**config.mk**
```make
export PLATFORM = sky130hd
export DESIGN_NAME = motor_encoder_feedback_tracker
export DESIGN_NICKNAME = d
export VERILOG_FILES = /design/src/hdl/metr_pkg.sv /design/src/hdl/motor_encoder_feedback_tracker.sv /design/src/hdl/metr_core.sv
export VERILOG_INCLUDE_DIRS = /design/src /design/src/hdl
export SDC_FILE = /design/constraint.sdc
export NUM_CORES = 1
export LEC_CHECK = 0
export ABC_AREA = 1
export BUFFER_PORTS_ARGS = -buffer_cell sky130_fd_sc_hd__buf_2
export CAP_MARGIN = 20
export CORE_MARGIN = 8
export CORE_UTILIZATION = 55
export DETAILED_ROUTE_END_ITERATION = 8
export PLACE_DENSITY = 0.82
export SKIP_CTS_REPAIR_TIMING = 1
export SYNTH_ARGS = -nofsm -noshare
export SYNTH_HDL_FRONTEND = slang
export SYNTH_SLANG_ARGS = --single-unit
```
**constraint.sdc**
```tcl
create_clock -name clk -period 14.5 [get_ports clk]
set_clock_uncertainty 0.2 [all_clocks]
set_input_delay 0.725 -clock clk [delete_from_list [all_inputs] [get_ports clk]]
set_output_delay 0.725 -clock clk [all_outputs]
set_load 0.01 [all_outputs]
```
**src/hdl/motor_encoder_feedback_tracker_assert.svh**
```systemverilog
// Assertion macros used by the tracker core (metr_core).
// Every check samples on clk and is off while rst_n is low.
`ifndef MOTOR_ENCODER_FEEDBACK_TRACKER_ASSERT_SVH
`define MOTOR_ENCODER_FEEDBACK_TRACKER_ASSERT_SVH

// Condition that must hold in the same cycle.
`define METR_ASSERT(lbl, cond) \
  lbl: assert property (@(posedge clk) disable iff (!rst_n) (cond)) \
    else $error("tracker check failed");

// Antecedent in this cycle, consequent in the next.
`define METR_ASSERT_NEXT(lbl, ante, cons) \
  lbl: assert property (@(posedge clk) disable iff (!rst_n) (ante) |=> (cons)) \
    else $error("tracker check failed");

`endif

```
**src/hdl/metr_pkg.sv**
```systemverilog
package metr_pkg;

  localparam int ID_W    = 11;
  localparam int BYTE_W  = 8;
  localparam int ANGLE_W = 16;
  localparam int SPEED_W = 16;
  localparam int CUR_W   = 19;
  localparam int TURN_W  = 24;
  localparam int TOTAL_W = 38;
  localparam int REV_SH  = 13;  // one revolution is 8192 counts

  localparam logic [ID_W-1:0] BASE_ID_RST = 11'd513;
  localparam logic signed [ANGLE_W:0] HALF_REV = 17'sd4096;

  typedef enum logic {
    OP_MEASURE = 1'b0,
    OP_OFFSET  = 1'b1
  } op_t;

  typedef struct packed {
    op_t               op;
    logic [ID_W-1:0]   frame_id;
    logic [BYTE_W-1:0] byte0;
    logic [BYTE_W-1:0] byte1;
    logic [BYTE_W-1:0] byte2;
    logic [BYTE_W-1:0] byte3;
    logic [BYTE_W-1:0] byte4;
    logic [BYTE_W-1:0] byte5;
    logic [BYTE_W-1:0] byte6;
  } item_t;

  typedef struct packed {
    logic [1:0]                motor_index;
    logic [ANGLE_W-1:0]        rotor_angle;
    logic signed [SPEED_W-1:0] rotor_speed;
    logic [CUR_W-1:0]          current_scaled;
    logic [BYTE_W-1:0]         hall_value;
    logic signed [TURN_W-1:0]  turn_count;
    logic signed [TOTAL_W-1:0] angle_sum;
  } res_t;

endpackage

```
**src/hdl/motor_encoder_feedback_tracker.sv**
```systemverilog
// Channel  Dir  Handshake          Payload
// in_      in   tvalid/tready      tuser: op; tdata: frame_id, byte0..byte6
// out_     out  tvalid/tready      tuser: motor_index; tdata: result fields
// cfg_     in   wr_en              wr_data: base_id
//
// One item per cycle unless out_tready stalls; results pass input and output registers.
// Per-motor angle, offset and turn state updates in the cycle an item leaves
// the input register, so consecutive items for one motor chain correctly.
// A stalled output holds its result while one more item waits in the input
// register. Frames outside the motor window leave that register silently.
// Synchronous reset clears all motor state and sets base_id to 513.
module motor_encoder_feedback_tracker
  import metr_pkg::*;
#(
  parameter int NUM_MOTORS = 4
) (
  input  logic            clk,
  input  logic            rst_n,
  input  logic            cfg_wr_en,
  input  logic [ID_W-1:0] cfg_wr_data,
  input  logic            in_tvalid,
  output logic            in_tready,
  input  logic [71:0]     in_tdata,   // frame_id, byte0 .. byte6, zero pad
  input  logic            in_tuser,   // op
  output logic            out_tvalid,
  input  logic            out_tready,
  output logic [127:0]    out_tdata,  // rotor_angle, rotor_speed, current_scaled,
                                      // hall_value, turn_count, angle_sum, pad
  output logic [1:0]      out_tuser   // motor_index
);

  logic [ID_W-1:0] base_id_r;
  logic            s1_valid_r;
  item_t           s1_item_r;
  logic            out_valid_r;
  res_t            out_res_r;
  logic            s1_adv;
  logic            hit;
  res_t            res;

  always_ff @(posedge clk) begin
    if (!rst_n) begin
      base_id_r <= BASE_ID_RST;
    end else if (cfg_wr_en) begin
      base_id_r <= cfg_wr_data;
    end
  end

  assign s1_adv    = !out_valid_r || out_tready;
  assign in_tready = !s1_valid_r || s1_adv;

  always_ff @(posedge clk) begin
    if (!rst_n) begin
      s1_valid_r <= 1'b0;
    end else if (in_tready) begin
      s1_valid_r <= in_tvalid;
    end
  end

  always_ff @(posedge clk) begin
    if (in_tready) begin
      s1_item_r.op       <= op_t'(in_tuser);
      s1_item_r.frame_id <= in_tdata[10:0];
      s1_item_r.byte0    <= in_tdata[18:11];
      s1_item_r.byte1    <= in_tdata[26:19];
      s1_item_r.byte2    <= in_tdata[34:27];
      s1_item_r.byte3    <= in_tdata[42:35];
      s1_item_r.byte4    <= in_tdata[50:43];
      s1_item_r.byte5    <= in_tdata[58:51];
      s1_item_r.byte6    <= in_tdata[66:59];
    end
  end

  metr_core #(
    .NUM_MOTORS(NUM_MOTORS)
  ) u_core (
    .clk      (clk),
    .rst_n    (rst_n),
    .base_id  (base_id_r),
    .item_vld (s1_valid_r),
    .item_adv (s1_adv),
    .item     (s1_item_r),
    .hit      (hit),
    .res      (res)
  );

  // Drop out-of-window items here: they never reach the output register.
  always_ff @(posedge clk) begin
    if (!rst_n) begin
      out_valid_r <= 1'b0;
    end else if (s1_adv) begin
      out_valid_r <= s1_valid_r && hit;
    end
  end

  always_ff @(posedge clk) begin
    if (s1_adv && s1_valid_r && hit) begin
      out_res_r <= res;
    end
  end

  assign out_tvalid = out_valid_r;
  assign out_tuser  = out_res_r.motor_index;
  assign out_tdata  = {7'b0, out_res_r.angle_sum, out_res_r.turn_count,
                       out_res_r.hall_value, out_res_r.current_scaled,
                       out_res_r.rotor_speed, out_res_r.rotor_angle};

endmodule

```
**src/hdl/metr_core.sv**
```systemverilog
module metr_core
  import metr_pkg::*;
#(
  parameter int NUM_MOTORS = 4
) (
  input  logic            clk,
  input  logic            rst_n,
  input  logic [ID_W-1:0] base_id,
  input  logic            item_vld,
  input  logic            item_adv,
  input  item_t           item,
  output logic            hit,
  output res_t            res
);

  localparam int IDX_W = (NUM_MOTORS > 1) ? $clog2(NUM_MOTORS) : 1;

  logic [ANGLE_W-1:0] last_r   [NUM_MOTORS];
  logic [ANGLE_W-1:0] offset_r [NUM_MOTORS];
  logic [TURN_W-1:0]  turns_r  [NUM_MOTORS];

  logic [ID_W:0]           diff;
  logic [IDX_W-1:0]        midx;
  logic [ANGLE_W-1:0]      angle;
  logic [ANGLE_W-1:0]      last_cur;
  logic [ANGLE_W-1:0]      offset_nxt;
  logic [TURN_W-1:0]       turns_cur;
  logic [TURN_W-1:0]       turns_nxt;
  logic signed [ANGLE_W:0] step;
  logic [CUR_W-1:0]        cur_raw;
  logic [TOTAL_W-1:0]      turns_ext;
  logic                    upd_en;
  logic                    is_offset;

  // Window check: a borrow means the identifier is below the base.
  assign diff = {1'b0, item.frame_id} - {1'b0, base_id};
  assign hit  = !diff[ID_W] && (diff[ID_W-1:0] < ID_W'(NUM_MOTORS));
  assign midx = diff[IDX_W-1:0];

  assign upd_en    = item_vld && item_adv && hit;
  assign is_offset = (item.op == OP_OFFSET);
  assign angle     = {item.byte0, item.byte1};
  assign last_cur  = last_r[midx];
  assign turns_cur = turns_r[midx];
  assign step      = $signed({1'b0, angle}) - $signed({1'b0, last_cur});

  always_comb begin
    turns_nxt  = turns_cur;
    offset_nxt = offset_r[midx];
    if (is_offset) begin
      offset_nxt = angle;
    end else if (step > HALF_REV) begin
      turns_nxt = turns_cur - TURN_W'(1);
    end else if (step < -HALF_REV) begin
      turns_nxt = turns_cur + TURN_W'(1);
    end
  end

  always_ff @(posedge clk) begin
    if (!rst_n) begin
      for (int i = 0; i < NUM_MOTORS; i++) begin
        last_r[i]   <= '0;
        offset_r[i] <= '0;
        turns_r[i]  <= '0;
      end
    end else if (upd_en) begin
      last_r[midx]   <= angle;
      offset_r[midx] <= offset_nxt;
      turns_r[midx]  <= turns_nxt;
    end
  end

  assign cur_raw   = {3'b000, item.byte4, item.byte5};
  assign turns_ext = {{(TOTAL_W-TURN_W){turns_nxt[TURN_W-1]}}, turns_nxt};

  always_comb begin
    res.motor_index    = 2'(midx);
    res.rotor_angle    = angle;
    res.rotor_speed    = is_offset ? '0 : $signed({item.byte2, item.byte3});
    res.current_scaled = is_offset ? '0 : (cur_raw << 2) + cur_raw;
    res.hall_value     = is_offset ? '0 : item.byte6;
    res.turn_count     = $signed(turns_nxt);
    // Previous angle is replaced by this angle, so use it directly.
    res.angle_sum      = $signed((turns_ext << REV_SH)
                         + {{(TOTAL_W-ANGLE_W){1'b0}}, angle}
                         - {{(TOTAL_W-ANGLE_W){1'b0}}, offset_nxt});
  end

  `include "motor_encoder_feedback_tracker_assert.svh"

  `METR_ASSERT_NEXT(a_last_follows, upd_en, last_r[$past(midx)] == $past(angle))
  `METR_ASSERT_NEXT(a_offset_keeps_turns, upd_en && is_offset,
    turns_r[$past(midx)] == $past(turns_cur))
  `METR_ASSERT_NEXT(a_turn_step, upd_en,
    (TURN_W'(turns_r[$past(midx)] - $past(turns_cur)) == '0) ||
    (TURN_W'(turns_r[$past(midx)] - $past(turns_cur)) == TURN_W'(1)) ||
    (TURN_W'(turns_r[$past(midx)] - $past(turns_cur)) == '1))
  `METR_ASSERT(a_offset_total, !(item_vld && hit && is_offset) ||
    (res.angle_sum[REV_SH-1:0] == '0))

endmodule
```
==> flow_summary.ini <==
[power]
power_frac_seq_pct = 36.3
netSwitchingFraction_pct = 35.6
p_leak_nw = 11.3
p_int_mw = 2.58
finalPower_mw = 4.01
peakVddDrop_mv = 0.112
comb_power_share_pct = 33.1
clkPwrFrac_pct = 30.6
switchingPower_mw = 1.43
power_density_mw_per_mm2 = 154

[synth]
synth_edf_count = 415
ys_warn_count = 0
yosysSeqAreaShare_pct = 55.1
synth_top_cell_by_area = edfxtp_1
yosys.area.top_type_share_pct = 54.0
synth_cell_types = 53
synth_area_per_cell_um2 = 9.30
async_reset_ff_share_pct = 0
synth_area_leaders = edfxtp_1 54%, nand2_1 9.4%, nor2_1 6.7%
mappedNetlistArea_mm2 = 0.0231
synth-main-ff-cell = edfxtp_1
ys_ff_latch = 428
synth_cells = 2483

[worst_setup_path]
crit_type = flip-flop to flip-flop
crit_fanout = 48
critical-path-slowest-cell = nand2_2
end_kind = flip-flop
worstPathArrival_ns = 8.96
critical-path-top-delay-family = simple AND/OR/NAND/NOR gates
cp-start-kind = flip-flop
timing.critical_path.buf_inv = 8
cp_common_cell = nand2_1
critPathRequiredTime_ns = 14.64
max_stage_delay_ns = 0.63

[timing]
fin_tns_setup_ns = 0
setup_slack_ns = 5.68
drv_slew = 0
fmax_ghz = 0.113
fin_crit_ns = 8.82
setup_viol = 0
maxSlewHeadroom_pct = 29.5
hold_viol = 0
rsz0062_at_grt = false
max_slew.worst_pin.slew_ns = 1.06
finalCritPeriodShare_pct = 60.8

[layout]
num-nets-final = 2851
drive_above_1_share_pct = 14.1
layout_common_cells = 571 x nand2_1, 415 x edfxtp_1, 412 x nor2_1, 252 x inv_1, 208 x buf_2
stdcell_count = 3238
post-route-util_pct = 62.4
final_common_cell = nand2_1
area_growth_pct = 12.5

[clocking]
htree_levels = 2
clockRootBuffer = clkbuf_16
numCtsBuffers = 44
cts_max_path_buffers = 3
clock-sinks = 428
tritoncts = yes
cts.clk_slew.worst_paths_ns = 0.06
clock_latency_ns = 0.60

[placement]
io_buffers = 208
dpl.cell_count = 3155
post-dp-hpwl_mm = 41.6
place_congestion = 0.989
dp_slack_ns = 5.84

[floorplanning]
rows = 75
die_h_um = 221
io_pins = 221
start_util_pct = 55.4
dieArea_mm2 = 0.0488
die_w_um = 221
core_mm2 = 0.0417

[outcome]
status = completed

[grt]
grt_max_degree = 84
grt_pass1_wl_mm = 95.6
track_usage_pct = 24.3
grt_antenna_before_repair = 0
grt-ovfl-total = 0
grt_pass1_vias = 18100

[drt]
vias = 18200
dr.pass1.iters = 6
via_per_inst = 5.61
route.detailed.drc = 0
ant_nets = 0
drt_iter0_drc = 1752
wl_mm = 61.4
wl_per_cell_um = 19.0

[flow_run]
timing.max_cap.violations = 0

[min_path]
hold_path_class = input port to flip-flop
## worst reg2reg max path, delay by kind of cell, from the launching register on
kind                     cells  cell delay (ns)
buffers and inverters        8             1.87
adder cells (fa/ha/maj)      5             1.91
AND/OR/NAND/NOR             18             2.86
AO/OA/AOI/OAI                4             1.18
flip-flops                   1             0.35
XOR/XNOR                     1             0.19
## through the flow
stage | area, µm² | hold WS [ns]
after floorplan | 23100 | 0.235
after global placement | 24400 | 0.254
after detailed placement | 24400 | 0.260
after CTS | 26000 | 0.0662
after global routing | 26000 | 0.0683
final | 26000 | 0.0938
## registers in the layout, summed over array words and instances, names as in the netlist
name and count:
out_tdata 121, u_core.turns_r 96, s1_item_r 68, u_core.last_r 64, u_core.offset_r 64, base_id_r 11
out_tuser 2, out_tvalid 1, s1_valid_r 1
## cells by family (layout without fill, tap and decap cells)
logic type	count (synthesis)	after routing	synth area share (%)
compound gates	303	303	7.51
xor+xnor	83	83	3.18
fa+ha+maj	100	100	5.64
buf+inv	357	566	6.79
flops	428	428	55.1
other cells	1	8	0.0162
simple gates	1211	1211	21.8
## synthesized netlist by cell type (8+ instances only)
library cell and n:
a21oi_1 125, a31oi_1 19, a32o_1 16, buf_2 18, buf_4 16, buf_6 19
clkbuf_1 37, dfxtp_1 13, edfxtp_1 415, ha_1 93, inv_1 252, inv_2 8
nand2_1 576, nand2_2 42, nand3_1 119, nand4_1 14, nor2_1 412, nor3_1 12
o21a_1 8, o21ai_0 82, o21ai_1 14, o22ai_1 16, xnor2_1 13, xor2_1 69
## final cells by class
class                      instances  area [µm²]
inverter                         261         982
fill                            3349       15700
clock inverter                    32         438
sequential                       428       12700
multi-input combinational       1704        8860
antenna                            1        2.50
timing repair buffer             223        1150
tap                              539         674
clock buffer                      50        1150
## worst paths after layout
check	slack, ns	depth (start not counted)	endpoint	start
worst max-delay path	5.68	36	out_tdata[109]	s1_item_r[56]
worst max register to register	5.68	36	out_tdata[109]	s1_item_r[56]
worst min register to register	0.27	2	base_id_r[10]	base_id_r[10]
worst min-delay path	0.09	1	s1_item_r[43]	in_tdata[22]
## routing by layer
metal  up-vias  track usage (%)  routed length, µm
li1       8625                -                  -
met1      8528             29.1              23600
met2       885             41.3              29500
met3       143             6.85               6220
met4         0             9.56               2140
met5         -                0                  0
## power groups by stage
stage          Clock, mW  Sequential, mW  Combinational, mW
5_1_grt             1.29            1.46               1.48
3_3_place_gp           0            1.48               1.27
6_report            1.23            1.45               1.33
2_1_floorplan          0            1.47              0.976
4_1_cts             1.24            1.45               1.31
3_5_place_dp           0            1.48               1.30
(Power assumes the default switching activity.)
